<file path="src/hw/rtl/spq_pkg.sv">
// Package for the sorted priority queue: entry and result types, mode codes.
// No dependencies; used by the interfaces, the entry RAM and the top level.
package spq_pkg;

  // Mode codes of an input item
  localparam logic ModeInsert = 1'b0;
  localparam logic ModeRemove = 1'b1;

  // Default queue depth
  localparam int unsigned QueueDepthDefault = 16;

  // Width of the result's occupancy field
  localparam int unsigned OccW = 5;

  // One stored entry
  typedef struct packed {
    logic signed [31:0] value;
    logic        [15:0] prio;
  } spq_entry_t;

  localparam int unsigned EntryW = $bits(spq_entry_t);

  // One result item
  typedef struct packed {
    logic               popped_valid;
    logic signed [31:0] popped_value;
    logic        [15:0] popped_priority;
    logic               was_empty;
    logic               insert_dropped;
    logic [OccW-1:0]    occupancy;
  } spq_result_t;

endpackage

</file>
<file path="src/hw/rtl/spq_if.sv">
// Handshake interfaces for the input and result channels of the queue.
// Depends on spq_pkg.
interface spq_in_if
  import spq_pkg::*;
();
  logic               valid;
  logic               ready;
  logic               mode;
  logic signed [31:0] item_value;
  logic        [15:0] item_priority;

  modport source (output valid, mode, item_value, item_priority, input ready);
  modport sink   (input valid, mode, item_value, item_priority, output ready);
endinterface

interface spq_out_if
  import spq_pkg::*;
();
  logic               valid;
  logic               ready;
  logic               popped_valid;
  logic signed [31:0] popped_value;
  logic        [15:0] popped_priority;
  logic               was_empty;
  logic               insert_dropped;
  logic [OccW-1:0]    occupancy;

  modport source (output valid, popped_valid, popped_value, popped_priority, was_empty,
                  insert_dropped, occupancy, input ready);
  modport sink   (input valid, popped_valid, popped_value, popped_priority, was_empty,
                  insert_dropped, occupancy, output ready);
endinterface

</file>
<file path="src/hw/rtl/sorted_priority_queue.sv">
// Top level of the sorted priority queue: sequencer, circular pointers, result register.
// Depends on spq_pkg, spq_if (spq_in_if, spq_out_if) and spq_ram.
//
//  channel | dir | handshake          | payload
//  in_i    | in  | valid / ready      | mode, item_value, item_priority
//  out_o   | out | valid / ready      | popped_valid, popped_value, popped_priority,
//          |     |                    | was_empty, insert_dropped, occupancy
//
// Entries sit in a circular buffer in priority order. in_i.ready rises at the same edge
// that raises out_o.valid, so the next item cannot be taken before the result is
// registered. A remove reads the head through the registered RAM port, then forms the
// result. An insert moves each entry with a greater priority up one slot: each move is
// one RAM read and one compare-and-write. The scan ends at the first entry that does not
// move, whose compare writes the new entry; when every entry moves, or the queue is
// empty, that last compare is skipped and the new entry is written directly. Full
// inserts and empty removes go straight to the result. No clearing pass follows reset.
// The result register lets one result wait while the next item is taken; a further
// result waits in the sequencer until the register frees.
module sorted_priority_queue
  import spq_pkg::*;
#(
  parameter int unsigned QUEUE_DEPTH = QueueDepthDefault
) (
  input  logic      clk_i,
  input  logic      rst_ni,
  spq_in_if.sink    in_i,
  spq_out_if.source out_o
);

  localparam int unsigned AW = $clog2(QUEUE_DEPTH);
  localparam int unsigned CW = $clog2(QUEUE_DEPTH + 1);
  localparam logic [AW-1:0] LastIdx = AW'(QUEUE_DEPTH - 1);
  localparam logic [CW-1:0] FullCnt = CW'(QUEUE_DEPTH);

  typedef enum logic [2:0] {
    IDLE,
    POP_RD,
    POP_OUT,
    INS_RD,
    INS_CMP,
    INS_PUT,
    RESULT
  } state_e;

  state_e      state_q, state_d;
  logic [AW-1:0] head_q, head_d;
  logic [AW-1:0] tail_q, tail_d;
  logic [CW-1:0] count_q, count_d;
  logic [AW-1:0] cursor_q, cursor_d;
  logic [CW-1:0] rem_q, rem_d;
  spq_entry_t  new_q, new_d;
  spq_result_t pend_q, pend_d;
  spq_result_t out_q, out_d;
  logic        out_valid_q, out_valid_d;

  logic              ram_we, ram_re;
  logic [AW-1:0]     ram_waddr, ram_raddr;
  spq_entry_t        ram_wdata;
  logic [EntryW-1:0] ram_rdata_raw;
  spq_entry_t        ram_rdata;
  logic              in_fire;
  logic              ins_done;

  function automatic logic [AW-1:0] ptr_inc(input logic [AW-1:0] p);
    return (p == LastIdx) ? '0 : p + 1'b1;
  endfunction

  function automatic logic [AW-1:0] ptr_dec(input logic [AW-1:0] p);
    return (p == '0) ? LastIdx : p - 1'b1;
  endfunction

  spq_ram #(
    .DEPTH(QUEUE_DEPTH),
    .AW   (AW)
  ) u_ram (
    .clk_i  (clk_i),
    .we_i   (ram_we),
    .waddr_i(ram_waddr),
    .wdata_i(ram_wdata),
    .re_i   (ram_re),
    .raddr_i(ram_raddr),
    .rdata_o(ram_rdata_raw)
  );

  assign ram_rdata = spq_entry_t'(ram_rdata_raw);
  assign in_i.ready = (state_q == IDLE);
  assign in_fire    = in_i.valid && in_i.ready;

  // sequencer: shared compare against the entry read last cycle
  always_comb begin
    state_d     = state_q;
    head_d      = head_q;
    tail_d      = tail_q;
    count_d     = count_q;
    cursor_d    = cursor_q;
    rem_d       = rem_q;
    new_d       = new_q;
    pend_d      = pend_q;
    out_d       = out_q;
    out_valid_d = out_valid_q && !out_o.ready;
    ram_we      = 1'b0;
    ram_waddr   = cursor_q;
    ram_wdata   = new_q;
    ram_re      = 1'b0;
    ram_raddr   = ptr_dec(cursor_q);
    ins_done    = 1'b0;

    unique case (state_q)
      IDLE: begin
        if (in_fire) begin
          pend_d = '0;
          new_d  = '{value: in_i.item_value, prio: in_i.item_priority};
          if (in_i.mode == ModeInsert) begin
            cursor_d = tail_q;
            rem_d    = count_q;
            if (count_q == FullCnt) begin
              pend_d.insert_dropped = 1'b1;
              pend_d.occupancy      = OccW'(count_q);
              state_d               = RESULT;
            end else if (count_q == '0) begin
              state_d = INS_PUT;
            end else begin
              state_d = INS_RD;
            end
          end else begin
            if (count_q == '0) begin
              pend_d.was_empty = 1'b1;
              pend_d.occupancy = OccW'(count_q);
              state_d          = RESULT;
            end else begin
              state_d = POP_RD;
            end
          end
        end
      end
      POP_RD: begin
        ram_re    = 1'b1;
        ram_raddr = head_q;
        state_d   = POP_OUT;
      end
      POP_OUT: begin
        pend_d.popped_valid    = 1'b1;
        pend_d.popped_value    = ram_rdata.value;
        pend_d.popped_priority = ram_rdata.prio;
        pend_d.occupancy       = OccW'(count_q - 1'b1);
        head_d                 = ptr_inc(head_q);
        count_d                = count_q - 1'b1;
        state_d                = RESULT;
      end
      INS_RD: begin
        ram_re  = 1'b1;
        state_d = INS_CMP;
      end
      INS_CMP: begin
        ram_we = 1'b1;
        if (ram_rdata.prio > new_q.prio) begin
          // move the greater entry up one slot
          ram_wdata = ram_rdata;
          cursor_d  = ptr_dec(cursor_q);
          rem_d     = rem_q - 1'b1;
          state_d   = (rem_q == CW'(1)) ? INS_PUT : INS_RD;
        end else begin
          ins_done = 1'b1;
        end
      end
      INS_PUT: begin
        ram_we   = 1'b1;
        ins_done = 1'b1;
      end
      RESULT: begin
        if (!out_valid_q || out_o.ready) begin
          out_d       = pend_q;
          out_valid_d = 1'b1;
          state_d     = IDLE;
        end
      end
      default: state_d = IDLE;
    endcase

    // insert finished: new entry written at the cursor this cycle
    if (ins_done) begin
      tail_d           = ptr_inc(tail_q);
      count_d          = count_q + 1'b1;
      pend_d.occupancy = OccW'(count_q + 1'b1);
      state_d          = RESULT;
    end
  end

  // state and registered outputs
  always_ff @(posedge clk_i or negedge rst_ni) begin
    if (!rst_ni) begin
      state_q     <= IDLE;
      head_q      <= '0;
      tail_q      <= '0;
      count_q     <= '0;
      cursor_q    <= '0;
      rem_q       <= '0;
      new_q       <= '0;
      pend_q      <= '0;
      out_q       <= '0;
      out_valid_q <= 1'b0;
    end else begin
      state_q     <= state_d;
      head_q      <= head_d;
      tail_q      <= tail_d;
      count_q     <= count_d;
      cursor_q    <= cursor_d;
      rem_q       <= rem_d;
      new_q       <= new_d;
      pend_q      <= pend_d;
      out_q       <= out_d;
      out_valid_q <= out_valid_d;
    end
  end

  // result channel
  assign out_o.valid           = out_valid_q;
  assign out_o.popped_valid    = out_q.popped_valid;
  assign out_o.popped_value    = out_q.popped_value;
  assign out_o.popped_priority = out_q.popped_priority;
  assign out_o.was_empty       = out_q.was_empty;
  assign out_o.insert_dropped  = out_q.insert_dropped;
  assign out_o.occupancy       = out_q.occupancy;

`ifndef SYNTH
  // entry count never passes the depth
  a_count_bound: assert property (@(posedge clk_i) disable iff (!rst_ni)
    count_q <= FullCnt)
    else $error("entry count above queue depth");

  // an insert into a full queue leaves the count alone and is flagged
  a_full_drop: assert property (@(posedge clk_i) disable iff (!rst_ni)
    (in_fire && in_i.mode == ModeInsert && count_q == FullCnt)
    |=> (count_q == $past(count_q) && pend_q.insert_dropped))
    else $error("full insert not dropped");

  // the shift loop only runs with entries left to look at
  a_rem_live: assert property (@(posedge clk_i) disable iff (!rst_ni)
    (state_q == INS_RD || state_q == INS_CMP) |-> rem_q != '0)
    else $error("insert scan past the head");

  // a pending result waits while the result register is blocked
  a_result_wait: assert property (@(posedge clk_i) disable iff (!rst_ni)
    (state_q == RESULT && out_valid_q && !out_o.ready) |=> state_q == RESULT)
    else $error("result overwrote a waiting item");
`endif

endmodule

</file>
<file path="src/hw/rtl/spq_ram.sv">
// Entry store of the queue: one write port, one read port, registered read data.
// Depends on spq_pkg.
module spq_ram
  import spq_pkg::*;
#(
  parameter int unsigned DEPTH = QueueDepthDefault,
  parameter int unsigned AW    = $clog2(DEPTH)
) (
  input  logic              clk_i,
  input  logic              we_i,
  input  logic [AW-1:0]     waddr_i,
  input  logic [EntryW-1:0] wdata_i,
  input  logic              re_i,
  input  logic [AW-1:0]     raddr_i,
  output logic [EntryW-1:0] rdata_o
);

  logic [EntryW-1:0] mem_q [DEPTH];
  logic [EntryW-1:0] rdata_q;

  // write port
  always_ff @(posedge clk_i) begin
    if (we_i) begin
      mem_q[waddr_i] <= wdata_i;
    end
  end

  // read port
  always_ff @(posedge clk_i) begin
    if (re_i) begin
      rdata_q <= mem_q[raddr_i];
    end
  end

  assign rdata_o = rdata_q;

endmodule
</file>
<file path="src/flat_wrapper.sv">
// flat-port wrapper written by rule: the top's interface ports become plain ports
module sorted_priority_queue_flat import spq_pkg::*;
#(
  parameter int unsigned QUEUE_DEPTH = QueueDepthDefault
)
  (clk_i, rst_ni, in_i_valid, in_i_mode, in_i_item_value, in_i_item_priority, in_i_ready, out_o_valid, out_o_popped_valid, out_o_popped_value, out_o_popped_priority, out_o_was_empty, out_o_insert_dropped, out_o_occupancy, out_o_ready);
  spq_in_if in_i_i ();
  spq_out_if out_o_i ();
  input  logic clk_i;
  input  logic rst_ni;
  input wire logic [$bits(in_i_i.valid)-1:0] in_i_valid;
  input wire logic [$bits(in_i_i.mode)-1:0] in_i_mode;
  input wire logic [$bits(in_i_i.item_value)-1:0] in_i_item_value;
  input wire logic [$bits(in_i_i.item_priority)-1:0] in_i_item_priority;
  output wire logic [$bits(in_i_i.ready)-1:0] in_i_ready;
  output wire logic [$bits(out_o_i.valid)-1:0] out_o_valid;
  output wire logic [$bits(out_o_i.popped_valid)-1:0] out_o_popped_valid;
  output wire logic [$bits(out_o_i.popped_value)-1:0] out_o_popped_value;
  output wire logic [$bits(out_o_i.popped_priority)-1:0] out_o_popped_priority;
  output wire logic [$bits(out_o_i.was_empty)-1:0] out_o_was_empty;
  output wire logic [$bits(out_o_i.insert_dropped)-1:0] out_o_insert_dropped;
  output wire logic [$bits(out_o_i.occupancy)-1:0] out_o_occupancy;
  input wire logic [$bits(out_o_i.ready)-1:0] out_o_ready;
  assign in_i_i.valid = in_i_valid;
  assign in_i_i.mode = in_i_mode;
  assign in_i_i.item_value = in_i_item_value;
  assign in_i_i.item_priority = in_i_item_priority;
  assign in_i_ready = in_i_i.ready;
  assign out_o_valid = out_o_i.valid;
  assign out_o_popped_valid = out_o_i.popped_valid;
  assign out_o_popped_value = out_o_i.popped_value;
  assign out_o_popped_priority = out_o_i.popped_priority;
  assign out_o_was_empty = out_o_i.was_empty;
  assign out_o_insert_dropped = out_o_i.insert_dropped;
  assign out_o_occupancy = out_o_i.occupancy;
  assign out_o_i.ready = out_o_ready;
  sorted_priority_queue #(.QUEUE_DEPTH(QUEUE_DEPTH)) u_core (.clk_i(clk_i), .rst_ni(rst_ni), .in_i(in_i_i), .out_o(out_o_i));
endmodule
</file>
<file path="config.mk">
export PLATFORM = sky130hd
export DESIGN_NAME = sorted_priority_queue_flat
export DESIGN_NICKNAME = d
export VERILOG_FILES = /design/src/hw/rtl/spq_pkg.sv /design/src/hw/rtl/spq_if.sv /design/src/hw/rtl/sorted_priority_queue.sv /design/src/hw/rtl/spq_ram.sv /design/src/flat_wrapper.sv
export SDC_FILE = /design/constraint.sdc
export NUM_CORES = 1
export LEC_CHECK = 0
export BUFFER_PORTS_ARGS = -buffer_cell sky130_fd_sc_hd__buf_4
export CORE_MARGIN = 2
export CORE_UTILIZATION = 60
export CTS_CLUSTER_DIAMETER = 150
export DETAILED_ROUTE_END_ITERATION = 10
export GPL_TIMING_DRIVEN = 0
export PLACE_DENSITY_LB_ADDON = 0.15
export SETUP_SLACK_MARGIN = 0.3
export SYNTH_ARGS = -nofsm -noshare
export SYNTH_HDL_FRONTEND = slang
export SYNTH_SLANG_ARGS = --single-unit
</file>
<file path="constraint.sdc">
create_clock -name clk_i -period 4.5 [get_ports clk_i]
set_clock_uncertainty 0.2 [all_clocks]
set_input_delay 0.45 -clock clk_i [delete_from_list [all_inputs] [get_ports clk_i]]
set_output_delay 0.45 -clock clk_i [all_outputs]
set_load 0.005 [all_outputs]
</file>
==> impl_metrics.ini, run 1 <==
[grt]
grt_pass1_vias = 22460
overflow = 0
grt_start_max_net_pins = 110
grt.total_usage_pct = 30.19
antenna_found_initial = 1
grt_pass1_wl_um = 144800

[logic_synthesis]
ys_seq_elements = 1002
ys_warn_count = 0
syn_nets = 2225
synth_top_area_share_pct = 62.77
synth_common_cells = edfxtp_1 (816), nand2_1 (281), mux4_2 (192)
synth-edff-count = 816
synth_area_leaders = edfxtp_1 (63%), dfrtp_1 (12%), mux4_2 (11%), nand2_1 (2.7%), mux2_2 (2.6%)
ys_seq_area_share_pct = 74.70
syn_area_um2 = 39030
synthArstFlopShare_pct = 18.56
ys_types = 66
synthCells = 2145
yosysMostFrequentCell = edfxtp_1
ys.flop_type = edfxtp_1
synth.largest_area_cell = edfxtp_1
syn_avg_cell_area_um2 = 18.20

[placed_design]
dpl_cell_area_um2 = 41880
hpwl_um = 61020
placed_cells = 3150
gp_congestion = 0.8442
io_buffers = 109
dp_slack_ns = -0.7355

[final_layout]
antenna_cells = 0
fin_area_um2 = 45720
drive_gt1_share_pct = 25.80
stdcell_count = 3382
fin_util_pct = 71.05
area_growth_pct = 17.12
fin_nets = 2526

[pwr]
power.leakage_nw = 16.27
peakVddDrop_mv = 0.5114
power_density_nw_per_um2 = 775.4
total_power_mw = 35.45

[setup_path]
crit_path_start_kind = flop
worstPathMaxFanout = 16
crit_type = reg2reg
cp.required_ns = 4.58
cp-end-kind = flop
critPathArrivalTime_ns = 4.22

[route]
ant_nets = 0
first_iter_violations = 2977
wirelength_um = 98460
wl_per_cell_um = 29.11
first_pass_iters = 5
viasPerCell = 6.438
drc = 0
vias = 21770

[floorplan]
die_y_um = 259.1
rows = 93
start_util_pct = 60.66
die_area_um2 = 67110
ios = 111
die_w_um = 259.1
fp.coreArea_um2 = 64350

[status]
status = complete, no violations

[cts]
clock_sinks = 1002
cts_tree = built
htreeDepth = 3
cts_root_buf = clkbuf_16
numCtsBuffers = 98
cts.reportedPaths.clkPinSlew_ns = 0.06
clk_path_buf_depth = 3
clk_latency_ns = 0.65

[timing]
fin_crit_sh_pct = 91.98
final_hold_viol_count = 0
layout_setup_ws_ns = 0.3608
drv_slew = 0
slew_headroom_pct = 19.23
final.min_clock_period_ns = 4.139
tns_ns = 0
worstMarginPinSlew_ns = 1.203
fmax_ghz = 0.2416
setup_viol = 0
hold_ws_ns = 0.07564
grt_setup_unrepaired = yes

[job]
maxCapViolCount = 0

[min_path]
hp-class = in2reg
## state kept, by name, indices dropped and copies added, names as in the netlist, 16 cells and up
| signal | flops |
|---|---|
| u_core.new_q | 48 |
| u_core.out_o.popped_priority | 16 |
| u_core.out_o.popped_value | 32 |
| u_core.pend_q | 56 |
| u_core.u_ram.mem_q | 768 |
| u_core.u_ram.rdata_o | 48 |
## worst max-delay path: stages, from the launching register on
cell      delay (ns)
edfxtp_1        0.47
ha_1            0.37
a41oi_1         0.18
o21ai_0         0.23
a2111o_1        0.51
o31ai_4         0.60
nor2_2          0.30
o21ai_1         0.91
## path summary, 6_finish.rpt
kind,end,from,cells after the start,slack (ns)
setup / recovery,u_core.u_ram.mem_q[14][6],u_core.u_ram.rdata_o[7],7,0.36
hold / removal,u_core.out_o.valid,out_o_ready,3,0.08
setup reg to reg,u_core.u_ram.mem_q[14][6],u_core.u_ram.rdata_o[7],7,0.36
hold reg to reg,u_core.pend_q[35],u_core.u_ram.rdata_o[28],2,0.27
max in group asynchronous,u_core.new_q[39],rst_ni,3,2.87
min in group asynchronous,u_core.out_o.popped_priority[8],rst_ni,2,0.29
## cell type report
class	instances	area, um^2
flip-flops and latches	1002	29160
fillers	3980	18630
multi-input cells	994	9447
clock buffers	132	2785
repair buffers	201	2157
well taps	855	1070
plain buffers	118	499.2
clock inverters	49	486.7
inverters	31	116.4
## power by group
part	switching, mW	internal [mW]	total [mW]
logic	8.12	5.37	13.5
clock network	3.42	4.85	8.27
registers	0.670	13.0	13.7
## placed cells by master (no fill, tap or decap), drive strengths merged, types with 21 or more instances in the layout
master	n
a21oi	21
a22oi	97
buf	197
clkbuf	203
clkinv	34
dfrtp	186
dlygate4sd3	51
edfxtp	816
ha	27
inv	33
mux2	91
mux4	192
nand2	282
nand3	69
nor2	52
o21ai	52
## cells by family (layout without fill, tap and decap cells)
| kind of cell | Yosys count | after routing | synth area share (%) |
|---|---|---|---|
| and+or+nand+nor | 451 | 451 | 4.943 |
| AOI/OAI and AO/OA | 218 | 218 | 3.866 |
| muxes | 288 | 288 | 13.83 |
| adders and majority gates | 27 | 27 | 0.8654 |
| xor gates and xnor gates | 10 | 10 | 0.2244 |
| DFF | 1002 | 1002 | 74.70 |
| buffers and inverters | 149 | 531 | 1.574 |
## what timing repair did
action / in CTS / in global routing
setup endpoints to repair: 672 / 576
setup buffers: 0 / 0
resized for setup: 22 / 7
hold buffers: 51 / 0
hold endpoints to repair: 158 / 0
## metal layers
layer	track usage, %	part of all wire (%)	up-vias	wire (um)
li1	-	-	9056	-
met1	41.62	38	11220	37370
met2	48.64	48	1298	47700
met3	6.698	11	197	10520
met4	10.04	2.9	0	2869
met5	0	0	-	0
Power figures use the tool's default switching activity.
==> run 2, diff against run 1 <==
- ABC_AREA: unset -> 1
==> impl_metrics.ini, run 2 <==
[status]
status = complete, no violations

[setup_path]
crit_path_start_kind = flop
path_cells = ha_1, nand4_1, nor2_1, nand2_1, nand2_1, nand3_2, clkbuf_4, buf_2, nand2_1, o21ai_0, buf_2
cp-end-kind = flop
crit_buf_inv = 3
crit_cells = 11
slowest_stage = clkbuf_4
max_stage_delay_ns = 0.51
crit_type = reg2reg
crit_family = simple AND/OR/NAND/NOR gates
critPathArrivalTime_ns = 4.32
reg2reg_depth = 11
worstPathMaxFanout = 10
path_common_cell = nand2_1
cp.required_ns = 4.69

[cts]
numCtsBuffers = 99
cts_root_buf = clkbuf_16
clock_sinks = 1002
clk_latency_ns = 0.67
htreeDepth = 3
cts.reportedPaths.clkPinSlew_ns = 0.06
postCtsSetupBuffers = 0
clk_path_buf_depth = 3
cts_tree = built

[final_layout]
fin_nets = 3741
fin_util_pct = 70.52
reg_top3 = u_core.u_ram.mem_q: 768 flops, u_core.pend_q: 56 flops
largest_reg_flops = 768
drive_gt1_share_pct = 13.61
final_cell_mix = edfxtp_1 (816), nand2_1 (548), o211ai_1 (386), inv_1 (352), o21ai_0 (255)
top_register = u_core.u_ram.mem_q
final_common_cell = edfxtp_1
fillers = 4501
area_growth_pct = 15.91
stdcell_count = 4623

[timing]
setup_viol = 0
drv_slew = 0
final_hold_viol_count = 0
grt_setup_unrepaired = no
tns_ns = 0
slew_headroom_pct = 4.870
hold_ws_ns = 0.1786
worstMarginPinSlew_ns = 1.427
final.min_clock_period_ns = 4.132
fin_crit_sh_pct = 91.81
fmax_ghz = 0.2420

[route]
wl_per_cell_um = 24.95
first_pass_iters = 6
drc = 0
viasPerCell = 6.231
vias = 28810
ant_nets = 0
wirelength_um = 115400
first_iter_violations = 3731

[logic_synthesis]
synth_area_leaders = edfxtp_1 (60%), dfrtp_1 (11%), o211ai_1 (7.1%), nand2_1 (5.0%), o21ai_0 (3.7%)
syn_nets = 3420
ys_types = 33
yosys.area_share.simple_pct = 7.143
ys_warn_count = 0
ys_seq_area_share_pct = 71.11
yosysMostFrequentCell = edfxtp_1
synth_mux_area_share_pct = 0.1648
syn_area_um2 = 41010
synth_compound_area_share_pct = 14.67
syn_avg_cell_area_um2 = 12.28
synthCells = 3340
synth_common_cells = edfxtp_1 (816), nand2_1 (548), o211ai_1 (386)
synth_top_family_by_area = compound AO/OA/AOI/OAI gates
synthArstFlopShare_pct = 18.56
synth_top_area_share_pct = 59.75
ys_seq_elements = 1002
ys.flop_type = edfxtp_1
synth.largest_area_cell = edfxtp_1
synth-adder-area-share_pct = 0.8238
synth-edff-count = 816
synth_xor_xnor_area_share_pct = 0.2136

[floorplan]
fp.coreArea_um2 = 67400
rows = 95
die_area_um2 = 70450
ios = 111
die_w_um = 265.4
die_y_um = 265.4
start_util_pct = 60.84

[placed_design]
io_buffers = 110
placed_cells = 4380
hpwl_um = 76810
gp_congestion = 0.8903

[grt]
grt.total_usage_pct = 32.85
antenna_found_initial = 8
grt_start_max_net_pins = 125
grt_pass1_vias = 28320
overflow = 0
grt_pass1_wl_um = 171500

[pwr]
peakVddDrop_mv = 0.4408
power.leakage_nw = 17.94
power_density_nw_per_um2 = 847.0

[job]
maxCapViolCount = 0

[min_path]
hp-class = in2async
==> run 2: layout make-up <==
cell class / count / area, um^2 / share of cell area, %
diodes: 3 / 7.507 / 0.01579
repair buffers: 220 / 2081 / 4.378
inverters: 358 / 1344 / 2.827
clock inverters: 46 / 377.9 / 0.7950
flip-flops and latches: 1002 / 29160 / 61.35
multi-input cells: 1753 / 9573 / 20.14
plain buffers: 227 / 1071 / 2.253
clock buffers: 141 / 2826 / 5.947
well taps: 873 / 1092 / 2.298
==> run 2: repair_timing <==
action                     CTS  global route
setup endpoints to repair  236            41
hold endpoints to repair   117             0
hold buffers                52             0
pin swaps                    0             1
gates resized for setup      5             3
==> run 2: worst reg2reg max path, stage by stage (launching register included) <==
cell and delay (ns):
edfxtp_1 0.41, ha_1 0.34, nand4_1 0.16, nor2_1 0.21, nand2_1 0.12, nand2_1 0.15
nand3_2 0.49, clkbuf_4 0.53, buf_2 0.32, nand2_1 0.21, o21ai_0 0.40, buf_2 0.32
==> run 2: path summary, 6_finish.rpt <==
kind | from | endpoint | slack [ns]
max | u_core.u_ram.rdata_o[15] | u_core.u_ram.mem_q[5][38] | 0.37
min | rst_ni | u_core.pend_q[16] | 0.18
max reg2reg | u_core.u_ram.rdata_o[15] | u_core.u_ram.mem_q[5][38] | 0.37
min reg2reg | u_core.new_q[21] | u_core.new_q[21] | 0.27
max in group asynchronous | rst_ni | u_core.out_o.popped_value[18] | 2.88
min in group clk_i | u_core.new_q[21] | u_core.new_q[21] | 0.27
==> run 2: kinds of logic after synthesis <==
kind of cell	after synthesis
mux	6
buf+inv	585
fa+ha+maj	27
simple gates	719
compound gates	991
xor+xnor	10
flops	1002
==> run 2: routing by layer <==
metal / global-route usage [%] / up-vias / share of wire (%)
met5: 0 / - / 0.023
met1: 45.10 / 14110 / 38
met2: 51.00 / 1703 / 46
met3: 7.193 / 299 / 11
met4: 14.67 / 4 / 4.6
li1: - / 12690 / -
==> run 2: power by group <==
group | switching [mW] | total (mW) | leakage (nW) | internal (mW)
Sequential | 0.618 | 14.0 | 9.79 | 13.4
Combinational | 13.0 | 18.1 | 6.58 | 5.08
Clock | 3.48 | 8.14 | 1.57 | 4.66
Total | 17.1 | 40.3 | 17.9 | 23.2
==> run 2: through the flow <==
stage	area [um^2]	power, mW	setup slack (ns)
floorplan	41010	24.35	0.6557
global placement	42920	30.59	-1.703
detailed placement	43770	31.57	-0.1222
CTS	47510	39.81	0.3019
global route	47520	42.07	0.3015
finish	47530	40.26	0.3684
